`config.mk`:
```
export PLATFORM = sky130hd
export DESIGN_NAME = altbl_find
export DESIGN_NICKNAME = d
export VERILOG_FILES = /design/src/rtl/array_list_table_engine_defines.svh /design/src/rtl/altbl_pkg.sv /design/src/rtl/altbl_find.sv
export SDC_FILE = /design/constraint.sdc
export NUM_CORES = 1
export LEC_CHECK = 0
export BUFFER_PORTS_ARGS = -buffer_cell sky130_fd_sc_hd__buf_2
export CORE_ASPECT_RATIO = 0.6
export CORE_MARGIN = 5
export CORE_UTILIZATION = 55
export DETAILED_ROUTE_END_ITERATION = 6
export GPL_TIMING_DRIVEN = 1
export PLACE_DENSITY = 0.95
export RECOVER_POWER = 25
export SLEW_MARGIN = 20
export SYNTH_ARGS = -nofsm -noshare
export SYNTH_HDL_FRONTEND = slang
export SYNTH_SLANG_ARGS = --single-unit
```
`constraint.sdc`:
```
create_clock -name clk_i -period 0.8 [get_ports clk_i]
set_clock_uncertainty 0.05 [all_clocks]
set_input_delay 0.08 -clock clk_i [delete_from_list [all_inputs] [get_ports clk_i]]
set_output_delay 0.08 -clock clk_i [all_outputs]
set_load 0.005 [all_outputs]
```
`src/rtl/array_list_table_engine_defines.svh`:
```
// Assertion macros shared by the list engine RTL.
// Define NO_ASSERTIONS to compile them away.
`ifndef ARRAY_LIST_TABLE_ENGINE_DEFINES_SVH
`define ARRAY_LIST_TABLE_ENGINE_DEFINES_SVH

`ifndef NO_ASSERTIONS

// A condition that holds at every clock edge outside reset.
`define ALTBL_ASSERT(label, clk, rst_n, cond, msg) \
  label: assert property (@(posedge clk) disable iff (!rst_n) (cond)) else $error(msg);

// An antecedent that implies a consequent in the same cycle.
`define ALTBL_ASSERT_IMP(label, clk, rst_n, ante, cons, msg) \
  label: assert property (@(posedge clk) disable iff (!rst_n) (ante) |-> (cons)) \
    else $error(msg);

`else

`define ALTBL_ASSERT(label, clk, rst_n, cond, msg)
`define ALTBL_ASSERT_IMP(label, clk, rst_n, ante, cons, msg)

`endif

`endif

```
`src/rtl/altbl_pkg.sv`:
```
package altbl_pkg;

  // Field widths of the request and result words.
  localparam int unsigned ACTION_W   = 2;
  localparam int unsigned VALUE_W    = 32;
  localparam int unsigned POSITION_W = 8;
  localparam int unsigned STATUS_W   = 2;
  localparam int unsigned INDEX_W    = 7;
  localparam int unsigned COUNT_W    = 8;

  typedef enum logic [ACTION_W-1:0] {
    ACT_INSERT = 2'd0,
    ACT_DELETE = 2'd1,
    ACT_LOCATE = 2'd2,
    ACT_SORTED = 2'd3
  } action_e;

  typedef enum logic [STATUS_W-1:0] {
    ST_DONE     = 2'd0,
    ST_FULL     = 2'd1,
    ST_RANGE    = 2'd2,
    ST_NOTFOUND = 2'd3
  } status_e;

  typedef enum logic [1:0] {
    S_IDLE  = 2'd0,
    S_CMP   = 2'd1,
    S_FIND  = 2'd2,
    S_APPLY = 2'd3
  } state_e;

  // How the row of cells moves.
  typedef enum logic [1:0] {
    SH_NONE  = 2'd0,
    SH_OPEN  = 2'd1,
    SH_CLOSE = 2'd2
  } shift_e;

  // Control word broadcast to every cell.
  typedef struct packed {
    shift_e                     op;
    action_e                    action;
    logic signed [VALUE_W-1:0]  value;
  } cell_ctl_t;

endpackage

```
`src/rtl/altbl_find.sv`:
```
module altbl_find import altbl_pkg::*; #(
  parameter int unsigned N     = 128,
  parameter int unsigned IDX_W = 7
) (
  input  logic              clk_i,
  input  logic              rst_ni,
  input  logic [N-1:0]      hits_i,
  output logic [IDX_W-1:0]  idx_o,
  output logic              any_o
);

  logic [N-1:0]     lowest;
  logic [IDX_W-1:0] idx_d, idx_q;
  logic             any_q;

  // Isolate the lowest set hit, then encode its position with an OR per index bit.
  assign lowest = hits_i & (~hits_i + N'(1));

  always_comb begin
    idx_d = '0;
    for (int unsigned i = 0; i < N; i++) begin
      if (lowest[i]) begin
        idx_d = idx_d | IDX_W'(i);
      end
    end
  end

  always_ff @(posedge clk_i) begin
    idx_q <= idx_d;
  end

  always_ff @(posedge clk_i or negedge rst_ni) begin
    if (!rst_ni) begin
      any_q <= 1'b0;
    end else begin
      any_q <= |hits_i;
    end
  end

  assign idx_o = idx_q;
  assign any_o = any_q;

endmodule

```
==> results.py, run 1 <==
metrics = {
    "run_status": {
        "status": "stopped before the end",
        "haltStage": "3_5_place_dp",
        "error": "[ERROR DPL-0038] Utilization greater than 100%, impossible to legalize",
    },
    "synthesis": {
        "synthXorXnorAreaFrac_pct": 0,
        "yosysSeqAreaShare_pct": 4.61,
        "synth_compound_area_share_pct": 19.9,
        "yosysTopAreaCellShare_pct": 8.73,
        "synthCells": 561,
        "yosys-mux-area-fraction_pct": 0,
        "ys_warn_count": 0,
        "synth_area_leader_cell": "nand4_1",
        "synth_top_family_by_area": "simple AND/OR/NAND/NOR gates",
        "synth_flop_cell": "dfxtp_1",
        "ys_top_cells_by_area": "nand4_1 (8.7%), nor2_1 (8.1%), nand3_1 (7.0%)",
        "yosys.area_share.adder_pct": 0,
        "syn_area_um2": 3580,
        "synth_enable_flop_cells": 0,
        "ys_types": 74,
        "yosys.area_share.simple_pct": 72.5,
        "synth.avg_cell_area_um2": 6.39,
        "ys_ff_latch": 8,
        "async_flop_share_pct": 12.5,
        "synth_fp_nets": 691,
    },
    "placement": {
        "portBuffers": 137,
        "gpl.final_weighted_congestion": 1.51,
    },
    "floorplanning": {
        "die_y_um": 72.5,
        "num_rows": 22,
        "die_x_um": 114,
        "start_util_pct": 57.6,
        "io_pins": 138,
    },
}
## per-stage QoR
step              setup TNS (ps)  worst slack (ps)  area (µm²)  hold WS (ps)  std cells
floorplan                 -11200             -1460        3650          -266        561
global placement          -13550             -1810        6700          -195       1079
## kinds of logic after synthesis
| group | Yosys count |
|---|---|
| AND/OR/NAND/NOR | 429 |
| AO/OA/AOI/OAI | 97 |
| buffers and inverters | 27 |
| flip-flops | 8 |
## cells in the mapped netlist (4+ instances only)
cell        n
nor4_1     39
inv_1      19
and3_1     10
nor4_4      5
or3_1       9
or4_1      11
nor4b_1    15
nand3_1    50
nor3_2      5
or4b_1      4
nor3_1     40
a31oi_1     6
a211oi_1    5
dfxtp_1     7
o32ai_1     4
nor2b_1     4
nand2_1    52
o21ai_0    18
nand4b_1   11
nor3b_1     6
buf_2       5
nand4_1    50
a2111oi_0   5
nand3_2     4
nand2b_1    5
nor2_1     77
a21oi_1    12
nor4_2      7
nand3b_1    7
==> run 2, diff against run 1 <==
Settings changed: CORE_ASPECT_RATIO 0.6 to not set, CORE_UTILIZATION 55 to 40, PLACE_DENSITY 0.95 to not set, PLACE_DENSITY_LB_ADDON set to 0.15.
==> run 2 against run 1 <==
  * The flow now finishes, with violations (design-rule violations, negative setup slack)
  * Synthesized cell count unchanged
  * Synthesized area unchanged
==> results.py, run 2 <==
metrics = {
    "run_status": {
        "status": "complete, but fails checks",
        "violations": "design-rule violations, negative setup slack",
    },
    "timing": {
        "relSlewSlack_pct": 46.9,
        "post-route-min-period_ps": 2660,
        "setup_slack_ps": -1860,
        "timing.fmax_mhz": 376,
        "rsz0062_at_grt": "true",
        "holdWs_ps": 47.3,
        "slew_viol_final": 0,
        "timing.final.crit_share_pct": 332,
        "max_slew.worst_pin.slew_ps": 789,
        "setup_violations": 13,
        "finalHoldViolations": 0,
        "setup_tns_ps": -13650,
    },
    "routing": {
        "first_pass_iters": 7,
        "dr.first_iter.drc_count": 1545,
        "vias": 8403,
        "drcViolationCount": 104,
        "viasPerCell": 7.31,
        "routed_wl_um": 30000,
        "wl_per_cell_um": 26.1,
        "ant_nets": 0,
    },
    "global_route": {
        "grt_max_degree": 11,
        "antenna_found_initial": 0,
        "grt_usage_pct": 46.5,
        "grt_overflow": 0,
        "grt_pass1_wl_um": 42200,
        "first_global_vias": 8106,
    },
    "floorplanning": {
        "die_x_um": 105,
        "die_y_um": 105,
        "start_util_pct": 41.1,
        "num_rows": 34,
        "die-area_um2": 11000,
        "io_pins": 138,
        "fp.coreArea_um2": 8720,
    },
    "placement": {
        "dpl.cell_count": 1115,
        "gpl.final_weighted_congestion": 1.11,
        "portBuffers": 137,
        "dpl_cell_area_um2": 6800,
        "hpwl_um": 19300,
    },
    "synthesis": {
        "ys_types": 74,
        "ys_ff_latch": 8,
        "synth_flop_cell": "dfxtp_1",
        "async_flop_share_pct": 12.5,
        "synth.avg_cell_area_um2": 6.39,
        "ys_warn_count": 0,
        "synth_fp_nets": 691,
        "yosysSeqAreaShare_pct": 4.61,
        "syn_area_um2": 3580,
        "ys_top_cells_by_area": "nand4_1 (8.7%), nor2_1 (8.1%), nand3_1 (7.0%)",
        "ys_top_cells_by_count": "nor2_1 (77), nand2_1 (52), nand3_1 (50), nand4_1 (50), nor3_1 (40)",
        "yosysMostFrequentCell": "nor2_1",
        "yosysTopAreaCellShare_pct": 8.73,
        "synth_enable_flop_cells": 0,
        "synth_area_leader_cell": "nand4_1",
        "synthCells": 561,
    },
    "clock_tree": {
        "clock_sinks": 8,
        "h-tree-depth": 1,
        "cts_buffers": 3,
        "cts_tree": "built",
        "clk_pin_slew_worst_paths_ps": 50,
        "clock_path_buffers": 2,
        "root_buffer": "clkbuf_8",
    },
    "power": {
        "vdd_drop_max_uv": 517,
        "powerDensity_nw_per_um2": 393,
        "power.leakage_uw": 0.00365,
    },
    "hold_path": {
        "hold_path.class": "input port to flop",
        "min-delay-start": "hits_i[127]",
    },
    "finish": {
        "fin_nets": 1173,
        "utilization_pct": 90.9,
        "drive_gt1_share_pct": 57.3,
        "final_common_cell": "buf_4",
        "syn2layout_area_growth_pct": 121,
        "antenna_cells": 0,
        "final_cell_area_um2": 7930,
        "finalNonFillerCells": 1150,
        "largest_reg_flops": 7,
        "final_cell_mix": "buf_4 (343), buf_2 (95), nor2_1 (75), nand4_1 (50), nand2_1 (48)",
    },
    "setup_path": {
        "critPathLaunch": "hits_i[10]",
        "worstPathCellList": "buf_4 -> nor4_4 -> nand4b_4 -> nor4b_4 -> buf_4 -> buf_6 -> buf_4 -> nand4_1 -> nand3_2 -> nor3b_1 -> and4_1 -> nand4_1",
        "cp.arrival_ps": 2780,
        "crit_type": "input port to flop",
        "cp.required_ps": 920,
        "worstSetupStartpointType": "input port",
        "endpoint_kind": "flop",
        "max_stage_delay_ps": 450,
        "slowest_stage": "nor4b_4",
        "crit_path_frequent_cell": "buf_4",
        "crit_fanout": 6,
    },
    "job": {
        "maxCapViolCount": 0,
    },
}
## run 2: cell counts after synthesis
Identical to the previous run, type by type.
## run 2: per-stage QoR
step           power, µW  setup slack [ps]
2_1_floorplan        784             -1460
3_3_place_gp        2030             -1980
3_5_place_dp        2110             -1950
4_1_cts             2830             -1500
5_1_grt             3200             -1910
6_report            3120             -1860
## run 2: repair_timing
item                                    CTS  global route
hold buffers                              1             0
resized for setup                       145            40
hold endpoints to repair                  1             0
setup buffers                            31             3
pin swaps                                31            12
endpoints found under the setup margin   10            15
## run 2: routing by layer
layer  global-route usage, %  up-vias  part of all wire, %
met5                       0        -                    0
met4                    30.0        0                   11
met3                    13.6      401                   16
met2                    74.1     1054                   42
met1                    54.4     3665                   31
li1                        -     3283                    -
## run 2: logic make-up (layout without fill, tap and decap cells)
group                  after synthesis  count (layout)  synth area share, %
flip-flops                           8               8                 4.61
buffers and inverters               27             508                 3.04
AND/OR/NAND/NOR                    429             429                 72.5
AO/OA/AOI/OAI                       97              97                 19.9
## run 2: layout make-up
| class | instances | area (µm²) |
|---|---|---|
| Fill cell | 375 | 792 |
| Inverter | 19 | 71.3 |
| Timing Repair Buffer | 485 | 3590 |
| Sequential cell | 8 | 173 |
| Tap cell | 108 | 135 |
| Clock buffer | 4 | 45.0 |
| Multi-Input combinational cell | 526 | 3910 |
## run 2: critical path: cells and delay by family
family,cells,cell delay (ps)
buffers and inverters,4,590
and+or+nand+nor,8,2100
## run 2: path summary, 6_finish.rpt
path                       slack, ps  cells past startpoint        to
worst max-delay path           -1860                     12  idx_o[6]
worst min-delay path              50                      2     any_o
max in group asynchronous        420                      2     any_o
min in group asynchronous        160                      2     any_o
## run 2: power by group
group          total (µW)  switching, µW  internal (µW)
Combinational        2140           1070           1070
Sequential            416           5.65            410
Clock                 560            210            350
Total                3120           1290           1830
(Power assumes the default switching activity.)
==> run 3, diff against run 2 <==
Clock period 0.8 ns to 2.5 ns, I/O delays scaled along.
==> run 3 against run 2 <==
  * The run ends with negative setup slack left
  * Wire length fell by 25%
  * Core utilization fell by 9.6 points
  * Die area did not move
  * Critical path type unchanged
  * Sequential power fell by 68%
  * Clock power fell by 71%
  * Critical path depth did not move
  * Clock-buffer cell count did not move
==> results.py, run 3 (same netlist as run 2, synthesis figures left out) <==
metrics = {
    "finish": {
        "largest_reg_flops": 7,
        "n_fill_cell": 634,
        "fin_nets": 1130,
        "antenna_cells": 0,
        "syn2layout_area_growth_pct": 97.9,
        "final_cell_mix": "buf_4 (306), buf_2 (127), nor2_1 (75), nand2_1 (51), nand4_1 (50)",
        "drive_gt1_share_pct": 52.0,
        "final_common_cell": "buf_4",
        "utilization_pct": 81.3,
    },
    "clock_tree": {
        "clk_pin_slew_worst_paths_ps": 40,
        "cts_buffers": 3,
        "h-tree-depth": 1,
        "clock_sinks": 8,
        "root_buffer": "clkbuf_8",
        "clock_path_buffers": 2,
        "cts_tree": "built",
    },
    "global_route": {
        "grt_max_degree": 14,
        "antenna_found_initial": 0,
        "grt_pass1_wl_um": 35300,
        "grt_usage_pct": 38.4,
        "first_global_vias": 7030,
        "grt_overflow": 0,
    },
    "floorplanning": {
        "start_util_pct": 41.1,
        "fp.coreArea_um2": 8720,
        "num_rows": 34,
        "die_y_um": 105,
        "die_x_um": 105,
        "die-area_um2": 11000,
        "io_pins": 138,
    },
    "routing": {
        "wl_per_cell_um": 20.4,
        "ant_nets": 0,
        "vias": 7244,
        "first_pass_iters": 7,
        "routed_wl_um": 22600,
        "dr.first_iter.drc_count": 937,
        "viasPerCell": 6.54,
        "drcViolationCount": 0,
    },
    "power": {
        "power.switching_uw": 326,
        "power.internal_uw": 531,
        "power.leakage_uw": 0.00326,
        "p_comb_share_pct": 65.7,
        "seq_power_share_pct": 15.3,
        "vdd_drop_max_uv": 117,
        "powerDensity_nw_per_um2": 121,
        "clockPowerShare_pct": 19.0,
        "p_sw_share_pct": 38.0,
    },
    "timing": {
        "slew_viol_final": 0,
        "relSlewSlack_pct": 61.1,
        "finalHoldViolations": 0,
        "timing.final.crit_share_pct": 104,
        "max_slew.worst_pin.slew_ps": 575,
        "rsz0062_at_grt": "true",
        "setup_violations": 5,
        "timing.fmax_mhz": 383,
        "setup_tns_ps": -371,
        "setup_slack_ps": -112,
        "post-route-min-period_ps": 2610,
    },
    "setup_path": {
        "crit_fanout": 4,
        "cp.required_ps": 2550,
        "cp.arrival_ps": 2660,
        "worstSetupStartpointType": "input port",
        "endpoint_kind": "flop",
        "crit_type": "input port to flop",
    },
    "job": {
        "maxCapViolCount": 0,
    },
    "hold_path": {
        "hold_path.class": "input port to flop",
    },
    "placement": {
        "portBuffers": 137,
        "pre_cts_slack_ps": -520,
        "hpwl_um": 18800,
        "gpl.final_weighted_congestion": 1.12,
    },
    "run_status": {
        "status": "complete, but fails checks",
        "violations": "negative setup slack",
    },
}
-- run 3: cell types whose count changed in the layout (fill, tap and decap cells not counted), moves of 5 or more --
cell	change
dfxtp_2	-6
nor3_1	+7
buf_8	-5
buf_2	+32
nor3_4	-5
buf_4	-37
o21ai_0	+6
buf_6	-31
dfxtp_1	+6
-- run 3: worst max-delay path, cell delays in order --
cell	delay, ps
buf_4	120
nor4_4	60
buf_4	140
nand4_4	120
nor4_4	60
buf_4	160
buf_6	140
nand3_4	70
nand4_1	170
or3_1	390
or4b_1	490
or4b_1	490
-- run 3: layout make-up --
cell class | count | area [µm²] | share of cell area (%)
clock buffer | 4 | 45.0 | 0.635
inverter | 19 | 71.3 | 1.01
multi-input combinational | 526 | 3650 | 51.5
sequential | 8 | 165 | 2.33
tap | 108 | 135 | 1.91
timing repair buffer | 442 | 3030 | 42.7
-- run 3: stage by stage --
| stage | cells | cell area, µm² | total power (µW) | hold slack, ps |
|---|---|---|---|---|
| floorplan | 561 | 3590 | 247 | -95.6 |
| global placement | 1086 | 6530 | 625 | -25.2 |
| detailed placement | 1086 | 6530 | 648 | -24.6 |
| CTS | 1103 | 6870 | 830 | 182 |
| global route | 1107 | 7090 | 909 | 200 |
| finish | 1107 | 7090 | 857 | 185 |
-- run 3: worst paths after layout --
path / to / slack, ps / cells past startpoint / startpoint
worst max-delay path: idx_o[2] / -110 / 12 / hits_i[22]
worst min-delay path: any_o / 180 / 2 / hits_i[127]
max in group asynchronous: any_o / 2050 / 2 / rst_ni
min in group asynchronous: any_o / 270 / 2 / rst_ni
-- run 3: power by group through the flow --
stage          Clock [µW]  Sequential, µW  Combinational [µW]
2_1_floorplan           0             134                 113
3_3_place_gp            0             134                 491
3_5_place_dp            0             134                 515
4_1_cts               165             132                 534
5_1_grt               174             132                 603
6_report              162             132                 563
-- run 3: timing repair --
item / CTS / global route
pin swaps: 17 / 18
hold buffers: 1 / 0
setup endpoints to repair: 8 / 8
hold endpoints to repair: 1 / 0
gates cloned: 0 / 0
buffers inserted: 13 / 4
resized for setup: 38 / 36
-- run 3: per-layer routing --
metal  GRT usage [%]  wire (µm)  up-vias
met2            63.4      10100      624
met3            8.51       2870      149
met1            48.6       8260     3284
met5               0          0        -
met4            15.1       1300        0
li1                -          -     3187
