$ cat config.mk
export PLATFORM = sky130hd
export DESIGN_NAME = altbl_cell
export DESIGN_NICKNAME = d
export VERILOG_FILES = /design/src/rtl/array_list_table_engine_defines.svh /design/src/rtl/altbl_pkg.sv /design/src/rtl/altbl_cell.sv
export SDC_FILE = /design/constraint.sdc
export NUM_CORES = 1
export LEC_CHECK = 0
export BUFFER_PORTS_ARGS = -buffer_cell sky130_fd_sc_hd__buf_2
export CORE_AREA = 2 2 56 98
export DETAILED_ROUTE_END_ITERATION = 7
export DIE_AREA = 0 0 58 100
export PLACE_DENSITY_LB_ADDON = 0.15
export REMOVE_ABC_BUFFERS = 1
export SLEW_MARGIN = 0
export SYNTH_ARGS = -nofsm -noshare
export SYNTH_HDL_FRONTEND = slang
export SYNTH_SLANG_ARGS = --single-unit
$ cat constraint.sdc
create_clock -name clk_i -period 4 [get_ports clk_i]
set_input_delay 0.8 -clock clk_i [delete_from_list [all_inputs] [get_ports clk_i]]
set_output_delay 0.8 -clock clk_i [all_outputs]
set_load 0.05 [all_outputs]
$ cat src/rtl/array_list_table_engine_defines.svh
// Assertion macros shared by the list engine RTL.
// Define NO_ASSERTIONS to compile them away.
`ifndef ARRAY_LIST_TABLE_ENGINE_DEFINES_SVH
`define ARRAY_LIST_TABLE_ENGINE_DEFINES_SVH

`ifndef NO_ASSERTIONS

// A condition that holds at every clock edge outside reset.
`define ALTBL_ASSERT(label, clk, rst_n, cond, msg) \
  label: assert property (@(posedge clk) disable iff (!rst_n) (cond)) else $error(msg);

// An antecedent that implies a consequent in the same cycle.
`define ALTBL_ASSERT_IMP(label, clk, rst_n, ante, cons, msg) \
  label: assert property (@(posedge clk) disable iff (!rst_n) (ante) |-> (cons)) \
    else $error(msg);

`else

`define ALTBL_ASSERT(label, clk, rst_n, cond, msg)
`define ALTBL_ASSERT_IMP(label, clk, rst_n, ante, cons, msg)

`endif

`endif

$ cat src/rtl/altbl_pkg.sv
package altbl_pkg;

  // Field widths of the request and result words.
  localparam int unsigned ACTION_W   = 2;
  localparam int unsigned VALUE_W    = 32;
  localparam int unsigned POSITION_W = 8;
  localparam int unsigned STATUS_W   = 2;
  localparam int unsigned INDEX_W    = 7;
  localparam int unsigned COUNT_W    = 8;

  typedef enum logic [ACTION_W-1:0] {
    ACT_INSERT = 2'd0,
    ACT_DELETE = 2'd1,
    ACT_LOCATE = 2'd2,
    ACT_SORTED = 2'd3
  } action_e;

  typedef enum logic [STATUS_W-1:0] {
    ST_DONE     = 2'd0,
    ST_FULL     = 2'd1,
    ST_RANGE    = 2'd2,
    ST_NOTFOUND = 2'd3
  } status_e;

  typedef enum logic [1:0] {
    S_IDLE  = 2'd0,
    S_CMP   = 2'd1,
    S_FIND  = 2'd2,
    S_APPLY = 2'd3
  } state_e;

  // How the row of cells moves.
  typedef enum logic [1:0] {
    SH_NONE  = 2'd0,
    SH_OPEN  = 2'd1,
    SH_CLOSE = 2'd2
  } shift_e;

  // Control word broadcast to every cell.
  typedef struct packed {
    shift_e                     op;
    action_e                    action;
    logic signed [VALUE_W-1:0]  value;
  } cell_ctl_t;

endpackage

$ cat src/rtl/altbl_cell.sv
module altbl_cell import altbl_pkg::*; #(
  parameter int unsigned IDX_W = 7,
  parameter int unsigned CNT_W = 8,
  parameter int unsigned INDEX = 0
) (
  input  logic                       clk_i,
  input  logic                       rst_ni,
  input  cell_ctl_t                  ctl_i,
  input  logic [IDX_W-1:0]           pivot_i,
  input  logic [CNT_W-1:0]           count_i,
  input  logic signed [VALUE_W-1:0]  left_i,
  input  logic signed [VALUE_W-1:0]  right_i,
  output logic signed [VALUE_W-1:0]  data_o,
  output logic                       hit_o
);

  logic signed [VALUE_W-1:0] data_q, data_d;
  logic                      hit_q, hit_d;
  logic                      in_use;
  logic                      above_pivot;
  logic                      at_pivot;

  assign in_use      = CNT_W'(INDEX) < count_i;
  assign above_pivot = IDX_W'(INDEX) > pivot_i;
  assign at_pivot    = IDX_W'(INDEX) == pivot_i;

  // Local compare on an entry in use: equality for a search, "not less" otherwise (used for a sorted insert).
  always_comb begin
    if (ctl_i.action == ACT_LOCATE) begin
      hit_d = in_use && (data_q == ctl_i.value);
    end else begin
      hit_d = in_use && !(data_q < ctl_i.value);
    end
  end

  // Shift the entry in from a neighbour, or take the new value at the pivot.
  always_comb begin
    data_d = data_q;
    case (ctl_i.op)
      SH_OPEN: begin
        if (above_pivot) begin
          data_d = left_i;
        end else if (at_pivot) begin
          data_d = ctl_i.value;
        end
      end
      SH_CLOSE: begin
        if (above_pivot || at_pivot) begin
          data_d = right_i;
        end
      end
      default: begin
        data_d = data_q;
      end
    endcase
  end

  always_ff @(posedge clk_i) begin
    data_q <= data_d;
  end

  always_ff @(posedge clk_i or negedge rst_ni) begin
    if (!rst_ni) begin
      hit_q <= 1'b0;
    end else begin
      hit_q <= hit_d;
    end
  end

  assign data_o = data_q;
  assign hit_o  = hit_q;

endmodule

# Yosys cells after proc, flatten, opt, wreduce, memory -nomap -nowiden
# Cells that the tools add are included.
# word_totals
regBits,33
latch_bits,0
ram_bits,0
rom_bits,0
n_memories,0
# op_classes
n_addsub,0
n_mul,0
n_div,0
magnitude_cmp,3
eq_ne,6
shifts,0
muxes,5
bitwise_logic,0
n_reduce_logical,7
# ops
operator,n
$mux 32,3
$pmux 32 s2,1
$eq 32x32->1,1
$lt 32x32->1,1
$lt 1x8->1 const A,1
$gt 1x7->1 const A,1
$logic_not 7->1,1
$eq 2x2->1 const B,2
$ne 3x3->1 const B,1
$reduce_and 3->1,1
$eq 2x1->1 const B,1
$logic_and 1x1->1,2
$ne 2x2->1 const B,1
$reduce_bool 2->1,1
$logic_not 1->1,1
$logic_or 1x1->1,1
$mux 1,1

# Logic depth before layout (Yosys ltp)
# Gate-level depths: netlist of run 1.
# logic_depth
ltp_word,4
mapped_depth,7
mapped_depth_nobuf,7

# Worst setup path after synthesis of run 1
# No wires, ideal clock.
# synth_timing
path_kind,in2reg
from,input port ctl_i[34] (netlist name)
to,"register data_q[0], in the netlist data_o[0] (enable)"
setup_time_ps,421
arrival_time_ps,2682
required_time_ps,3579
setup_slack_ps,897
path_stages,6
path_buffers,1
path_cell_list,inv_1 > ha_1 > clkbuf_1 > nor2_1 > a21oi_1 > nor2_1
# synth_via
elab_chain_len,3
elab_cells_between_ends,6
cone_classes,4 x eq/ne; 2 x reduce/logical
# synth_rtl
item,line_no,text
from (decl),altbl_cell.sv:8,"input cell_ctl_t ctl_i,"
$eq 2x1->1 / $eq 2x2->1 (equally long branches),altbl_cell.sv:39,case (ctl_i.op)
$ne 3x3->1 (no line) (tied with other cells),-,
$reduce_and 3->1 (no line) (*),-,
to (signal assigned),altbl_cell.sv:59,data_q <= data_d;
to (decl),altbl_cell.sv:17,"logic signed [VALUE_W-1:0] data_q, data_d;"
# Mark *: on every way between the ends. The rest lies on a longest branch, timed or not.
# A chain may end at the register's enable or synchronous reset.

# Final worst setup path of run 1
# layout_timing
from,input port ctl_i[30] (netlist name)
to,"register hit_q, in the netlist hit_o"
# layout_via
elab_chain_len,4
elab_cells_between_ends,6
cone_classes,1 x order compare; 1 x eq/ne; 1 x mux; 3 x reduce/logical
# layout_rtl
item,line_no,text
$lt 32x32->1,altbl_cell.sv:32,hit_d = in_use && !(data_q < ctl_i.value);
$logic_not 1->1,altbl_cell.sv:32,
$logic_and 1x1->1,altbl_cell.sv:32,
$mux 1 (*),altbl_cell.sv:29,if (ctl_i.action == ACT_LOCATE) begin
net hit_d,altbl_cell.sv:18,"logic hit_q, hit_d;"
to (signal assigned),altbl_cell.sv:66,hit_q <= hit_d;
to (decl),altbl_cell.sv:18,
# Mark *: on every way through the listed nets, which the timed path passes. The rest lies on a longest branch.

==> results of run 1 <==
==> worst reg2reg max path: stages, from the launching register on <==
cell and delay (ns):
sky130_fd_sc_hd__edfxtp_1 0.41, sky130_fd_sc_hd__ha_1 0.31, sky130_fd_sc_hd__nand4_1 0.19, sky130_fd_sc_hd__nor3_1 0.09, sky130_fd_sc_hd__a22o_1 0.23, sky130_fd_sc_hd__or4_1 0.41, sky130_fd_sc_hd__o311a_1 0.36
==> sequential cells by signal, summed over array words and instances (netlist names) <==
name,count
data_o,32
hit_o,1
==> layer usage <==
layer  part of all wire  global-route usage  vias to the layer above
met5                  0                   0                        -
met4              0.011             0.07335                        0
met3              0.067             0.04381                        4
met2               0.55              0.3514                       75
met1               0.37              0.1885                      935
li1                   -                   -                     1062
==> kinds of logic after synthesis <==
logic type,after synthesis,synth area share
compound gates,60,0.1531
buf+inv,42,0.07171
fa+ha+maj,34,0.1935
flops,33,0.4485
simple gates,62,0.1281
mux,1,0.005122
==> per-stage QoR <==
step | hold WS [ns] | utilization | setup WS, ns | area, µm² | power, mW
floorplan | 0.5044 | - | 0.4807 | 2172 | 0.7375
global placement | 0.5742 | 0.5613 | 1.354 | 2851 | 0.8558
detailed placement | 0.5754 | 0.5613 | 1.343 | 2851 | 0.8635
CTS | 0.2681 | 0.5764 | 1.637 | 2928 | 1.103
global route | 0.2684 | 0.5764 | 1.576 | 2928 | 1.149
finish | 0.2837 | 0.5764 | 1.651 | 2928 | 1.084
==> cell usage in the layout, fill, tap and decap left out, drive strengths merged <==
master and count:
a21boi 1, a21o 2, a21oi 16, a221o 1, a22o 1, a31oi 1
and4 1, buf 119, clkbuf 6, clkinv 1, dfrtp 1, edfxtp 32
ha 34, inv 35, mux2 1, nand2 37, nand2b 1, nand3 4
nand4 6, nor2 4, nor2b 1, nor3 2, nor4 5, o211ai 1
o21ai 34, o311a 1, o311ai 1, o31a 1, or4 1
==> layout make-up <==
| cell class | count | share of cell area |
|---|---|---|
| multi-input cells | 157 | 0.3637 |
| flip-flops and latches | 33 | 0.3368 |
| inverters | 35 | 0.04487 |
| repair buffers | 119 | 0.2051 |
| well taps | 55 | 0.02350 |
| clock buffers | 6 | 0.02479 |
| clock inverters | 1 | 0.001282 |
==> power groups by stage <==
stage | clock network [mW] | registers [mW] | logic, mW
floorplan | 0 | 0.613 | 0.125
global placement | 0 | 0.461 | 0.395
detailed placement | 0 | 0.462 | 0.401
CTS | 0.245 | 0.455 | 0.403
global route | 0.255 | 0.460 | 0.434
finish | 0.233 | 0.454 | 0.397
==> worst min path at each step <==
stage,end,from,depth (start not counted)
6_report,hit_o$_DFF_PN0_,rst_ni,1
5_1_grt,hit_o$_DFF_PN0_,rst_ni,1
4_1_cts,hit_o$_DFF_PN0_,rst_ni,1
3_5_place_dp,hit_o$_DFF_PN0_,rst_ni,1
3_3_place_gp,hit_o$_DFF_PN0_,rst_ni,1
2_1_floorplan,hit_o$_DFF_PN0_,rst_ni,0
==> reports/qor.txt, run 1 <==
ratio of routed vias to standard cells: 5.113
synth warn: 0
cts repair resizes: 0
area of the placeable core: 0.005080 mm²
post-synthesis instance area: 0.002198 mm²
number of cells on the critical path: 8
number of clock sinks seen by CTS: 33
Critical Setup Path Class: primary input to register
launching instance or port of the critical path: ctl_i[30]
width of the chip: 58 µm
Mapped Cells: 232
peak per-stage delay on the critical path: 0.41 ns
CTS root buffer: sky130_fd_sc_hd__clkbuf_8
cells along the critical path: buf_2 -> inv_1 -> ha_1 -> nand4_1 -> nor3_1 -> a22o_1 -> or4_1 -> o311a_1
capture point of the worst reg-to-reg path: hit_o$_DFF_PN0_
register cell area after layout: 985.9 µm²
required arrival time at the worst endpoint: 4.16 ns
net total in the final layout: 502
starting density of the core: 0.4328
ratio of cells with drive above 1 in the final layout: 0.3647
Critical Path Slowest Stage Cell: sky130_fd_sc_hd__or4_1
clock network power share: 0.215
arrival time of the worst setup path: 2.51 ns
Total Routed Length: 5218 µm
async set-or-reset flop fraction in the synthesized netlist: 0.03030
Hold WC Path Type: primary input to async pin
DRC marker count from the first detailed-route iteration: 50
Final Max Tran Viols: 0
count of flip-flops with a built-in enable after synthesis: 32
MaxCap Viol Count: 0
maximum operating frequency: 425.7 MHz
worst IR drop on VDD: 271.2 µV
post-route antenna net violation count: 0
Residual DRC: 0
cell class contributing the biggest share of worst-path delay: simple AND/OR/NAND/NOR gates
placer congestion estimate: 0.8079
number of vias in the routed layout: 2,076
fraction of synthesized cell area taken by the top area cell type: 0.4371
startpoint of the worst-slack reg-to-reg timing path: data_o[29]$_DFFE_PP_
switching power of the nets: 410.5 µW
net switching fraction of the power: 0.3786
Synth area leaders: sky130_fd_sc_hd__edfxtp_1 44%, sky130_fd_sc_hd__ha_1 19%, sky130_fd_sc_hd__o21ai_0 7.5%, sky130_fd_sc_hd__nand2_1 6.3%, sky130_fd_sc_hd__inv_1 6.0%
total negative slack: 0 ns
count of port buffers added during placement: 117
area taken by multi-input logic gates: 0.001065 mm²
mean post-synth cell area: 9.476 µm²
area of the die: 0.005800 mm²
clock tree buffer depth: 2
first-pass GRT wire length: 8349 µm
number of distinct library cell variants in the gate-level netlist after synthesis: 30
Worst slew margin: 0.6772
sequential share of the synthesized area: 0.4485
number of buffers and inverters on the critical path: 2
total of hold buffers inserted after clock tree synthesis: 0
status: finished, final reports clean
placed insts: 399
H-tree Lvls: 2
height of the die: 100 µm
fin crit period: 2.349 ns
Max FO, Critical Path: 4
clock-pin slew on the worst setup and hold paths: 0.06 ns
CTS Buf Count: 5
leakage power of the design: 1.453 nW
cell type with the highest aggregate area in the netlist: sky130_fd_sc_hd__edfxtp_1
Worst Setup End Kind: register
depth of the worst register-to-register path: 6
per-cell routed wire length: 12.85 µm
critical path endpoint: hit_o$_DFF_PN0_
Setup Buffers After CTS: 0
total power density per cell area: 370.3 mW/mm²
number of I/O pins: 150
area growth from synthesis to layout: 33.18%
maximum number of pins on one net before global-route repair: 43
insertion delay of the later-clocked pin in the worst-skew pair: 0.28 ns
leftover overflow at the end of global routing: 0
transition time at the pin with the least slew margin: 0.4798 ns
number of global-route vias before repair: 2,044
final number of setup-violating endpoints: 0
clock tree from TritonCTS: built
antenna violations before repair: 0
Main synth FF type: sky130_fd_sc_hd__edfxtp_1
number of detailed-route iterations in the first pass: 4
count of endpoints failing hold in the final timing report: 0
Reg2Reg Setup Slack: 1.89 ns
register share of total power: 0.419
number of rows created at floorplan: 35
final std cells w/o fill: 406
RSZ-0062 raised after global routing: no
internal cell power: 673.8 µW
Detailed Place HPWL: 4218 µm
fin crit share: 0.5873
clock skew after layout: 0.003979 ns
top cells by instance count after synthesis: 37 x sky130_fd_sc_hd__nand2_1, 35 x sky130_fd_sc_hd__inv_1, 34 x sky130_fd_sc_hd__ha_1
kind of launch point of the worst setup path: primary input
global router's overall resource usage: 0.1858
register bit total from synthesis: 33
logic gate share of total power: 0.366
Filler Cell Count: 496
dominant cell by count in the synthesized netlist: sky130_fd_sc_hd__nand2_1
antenna diode count: 0
Power figures use the tool's default switching activity.
==> run 2, diff against run 1 <==
--- a/config.mk
+++ b/config.mk
@@ -6,9 +6,9 @@
 export NUM_CORES = 1
 export LEC_CHECK = 0
 export BUFFER_PORTS_ARGS = -buffer_cell sky130_fd_sc_hd__buf_2
-export CORE_AREA = 2 2 56 98
+export CORE_AREA = 2 2 58 101
 export DETAILED_ROUTE_END_ITERATION = 7
-export DIE_AREA = 0 0 58 100
+export DIE_AREA = 0 0 60 103
 export PLACE_DENSITY_LB_ADDON = 0.15
 export REMOVE_ABC_BUFFERS = 1
 export SLEW_MARGIN = 0
==> constraint.sdc (replaced) <==
create_clock -name clk_i -period 2.2 [get_ports clk_i]
set_input_delay 0.44 -clock clk_i [delete_from_list [all_inputs] [get_ports clk_i]]
set_output_delay 0.44 -clock clk_i [all_outputs]
set_load 0.05 [all_outputs]
==> run 2 against run 1 <==
Flip-flop and latch count stayed put. Die area grew 6.6%. Critical path depth decreased by 2. Power rose by 84%. Clock power increased by 90%. Largest power group unchanged. Non-clock buffer count rose by 7. Largest cell class unchanged.
==> reports/qor.txt, run 2 (synthesized netlist as in run 1, its figures left out) <==
final number of setup-violating endpoints: 0
Setup Buffers After CTS: 0
count of endpoints failing hold in the final timing report: 0
width of the chip: 60 µm
clock skew after layout: 0.003057 ns
maximum number of pins on one net before global-route repair: 64
height of the die: 103 µm
net total in the final layout: 509
final design area excluding fillers: 0.003014 mm²
total of hold buffers inserted after clock tree synthesis: 1
placed insts: 426
count of port buffers added during placement: 117
number of global-route vias before repair: 2,100
clock tree from TritonCTS: built
Detailed Place HPWL: 4251 µm
global router's overall resource usage: 0.1768
Hold WC Path Type: primary input to register
post-route antenna net violation count: 0
CTS Buf Count: 5
pre-CTS setup slack: -0.05566 ns
starting density of the core: 0.4034
Max FO, Critical Path: 4
RSZ-0062 raised after global routing: no
Design Power: 1.999 mW
first-pass GRT wire length: 8293 µm
number of clock sinks seen by CTS: 33
placer congestion estimate: 0.7045
Final Max Tran Viols: 0
Residual DRC: 0
maximum operating frequency: 479.8 MHz
antenna violations before repair: 1
total negative slack: 0 ns
total placed instance area: 0.002923 mm²
number of I/O pins: 150
number of detailed-route iterations in the first pass: 4
final std cells w/o fill: 435
kind of launch point of the worst setup path: register
CTS root buffer: sky130_fd_sc_hd__clkbuf_8
Worst slew margin: 0.3768
total power density per cell area: 663.1 mW/mm²
arrival time of the worst setup path: 2.25 ns
commonest cells after routing, fill and taps aside: 117 x sky130_fd_sc_hd__buf_2, 37 x sky130_fd_sc_hd__nand2_1, 35 x sky130_fd_sc_hd__inv_1, 33 x sky130_fd_sc_hd__o21ai_0, 33 x sky130_fd_sc_hd__ha_1
Final WS setup: 0.1158 ns
area of the placeable core: 0.005450 mm²
fin crit period: 2.084 ns
worst IR drop on VDD: 396.6 µV
ratio of cells with drive above 1 in the final layout: 0.3760
DRC marker count from the first detailed-route iteration: 31
insertion delay of the later-clocked pin in the worst-skew pair: 0.28 ns
per-cell routed wire length: 12.09 µm
number of rows created at floorplan: 36
clock-pin slew on the worst setup and hold paths: 0.07 ns
transition time at the pin with the least slew margin: 0.9326 ns
MaxCap Viol Count: 0
area growth from synthesis to layout: 37.11%
ratio of routed vias to standard cells: 4.862
Total Routed Length: 5260 µm
Largest register FFs: 32
H-tree Lvls: 2
leftover overflow at the end of global routing: 0
status: finished, final reports clean
Worst Setup End Kind: register
Critical Setup Path Class: register to register
leakage power of the design: 1.490 nW
area of the die: 0.006180 mm²
antenna diode count: 0
fin crit share: 0.9474
required arrival time at the worst endpoint: 2.36 ns
number of vias in the routed layout: 2,115
clock tree buffer depth: 2
cts repair resizes: 0
most common library cell in the layout ignoring fill and taps: sky130_fd_sc_hd__buf_2
## run 2: critical path, stage by stage (launching register included)
cell	delay (ns)
sky130_fd_sc_hd__edfxtp_1	0.39
sky130_fd_sc_hd__ha_1	0.30
sky130_fd_sc_hd__nand4_1	0.20
sky130_fd_sc_hd__nor3_1	0.09
sky130_fd_sc_hd__a22o_1	0.23
sky130_fd_sc_hd__or4_1	0.39
sky130_fd_sc_hd__o311a_1	0.36
## run 2: final timing paths
kind | from | slack [ns] | depth (start not counted) | end
worst max-delay path | data_o[29]$_DFFE_PP_ | 0.12 | 6 | hit_o$_DFF_PN0_
worst min-delay path | right_i[7] | 0.43 | 3 | data_o[7]$_DFFE_PP_
worst max register to register | data_o[29]$_DFFE_PP_ | 0.12 | 6 | hit_o$_DFF_PN0_
worst min register to register | data_o[31]$_DFFE_PP_ | 0.83 | 3 | hit_o$_DFF_PN0_
max in group asynchronous | rst_ni | 1.65 | 2 | hit_o$_DFF_PN0_
min in group asynchronous | rst_ni | 0.47 | 2 | hit_o$_DFF_PN0_
## run 2: final cells by class
class                   instances  area, µm²
repair buffers                126      655.6
clock buffers                   7      76.32
fillers                       567       2436
flip-flops and latches         33      985.9
well taps                      76      95.09
clock inverters                 1      5.005
inverters                      35      131.4
multi-input cells             157       1065
## run 2: stage by stage
| stage | hold slack, ns | utilization |
|---|---|---|
| floorplan | 0.1444 | - |
| global placement | 0.2150 | 0.5363 |
| detailed placement | 0.2161 | 0.5363 |
| CTS | 0.4202 | 0.5530 |
| global route | 0.4397 | 0.5530 |
| finish | 0.4329 | 0.5530 |
## run 2: per-layer routing
metal / part of all wire / wire, µm / global-route usage / vias up
li1: - / - / - / 1077
met1: 0.37 / 1942 / 0.1718 / 954
met2: 0.55 / 2882 / 0.3378 / 74
met3: 0.066 / 349 / 0.04642 / 8
met4: 0.015 / 78 / 0.07009 / 2
met5: 0.0013 / 7 / 0 / -
## run 2: power by group
| group | leakage [nW] | switching (mW) | internal [mW] | total (mW) |
|---|---|---|---|---|
| clock | 0.0422 | 0.220 | 0.222 | 0.442 |
| sequential | 0.310 | 0.0383 | 0.788 | 0.827 |
| combinational | 1.14 | 0.497 | 0.234 | 0.730 |
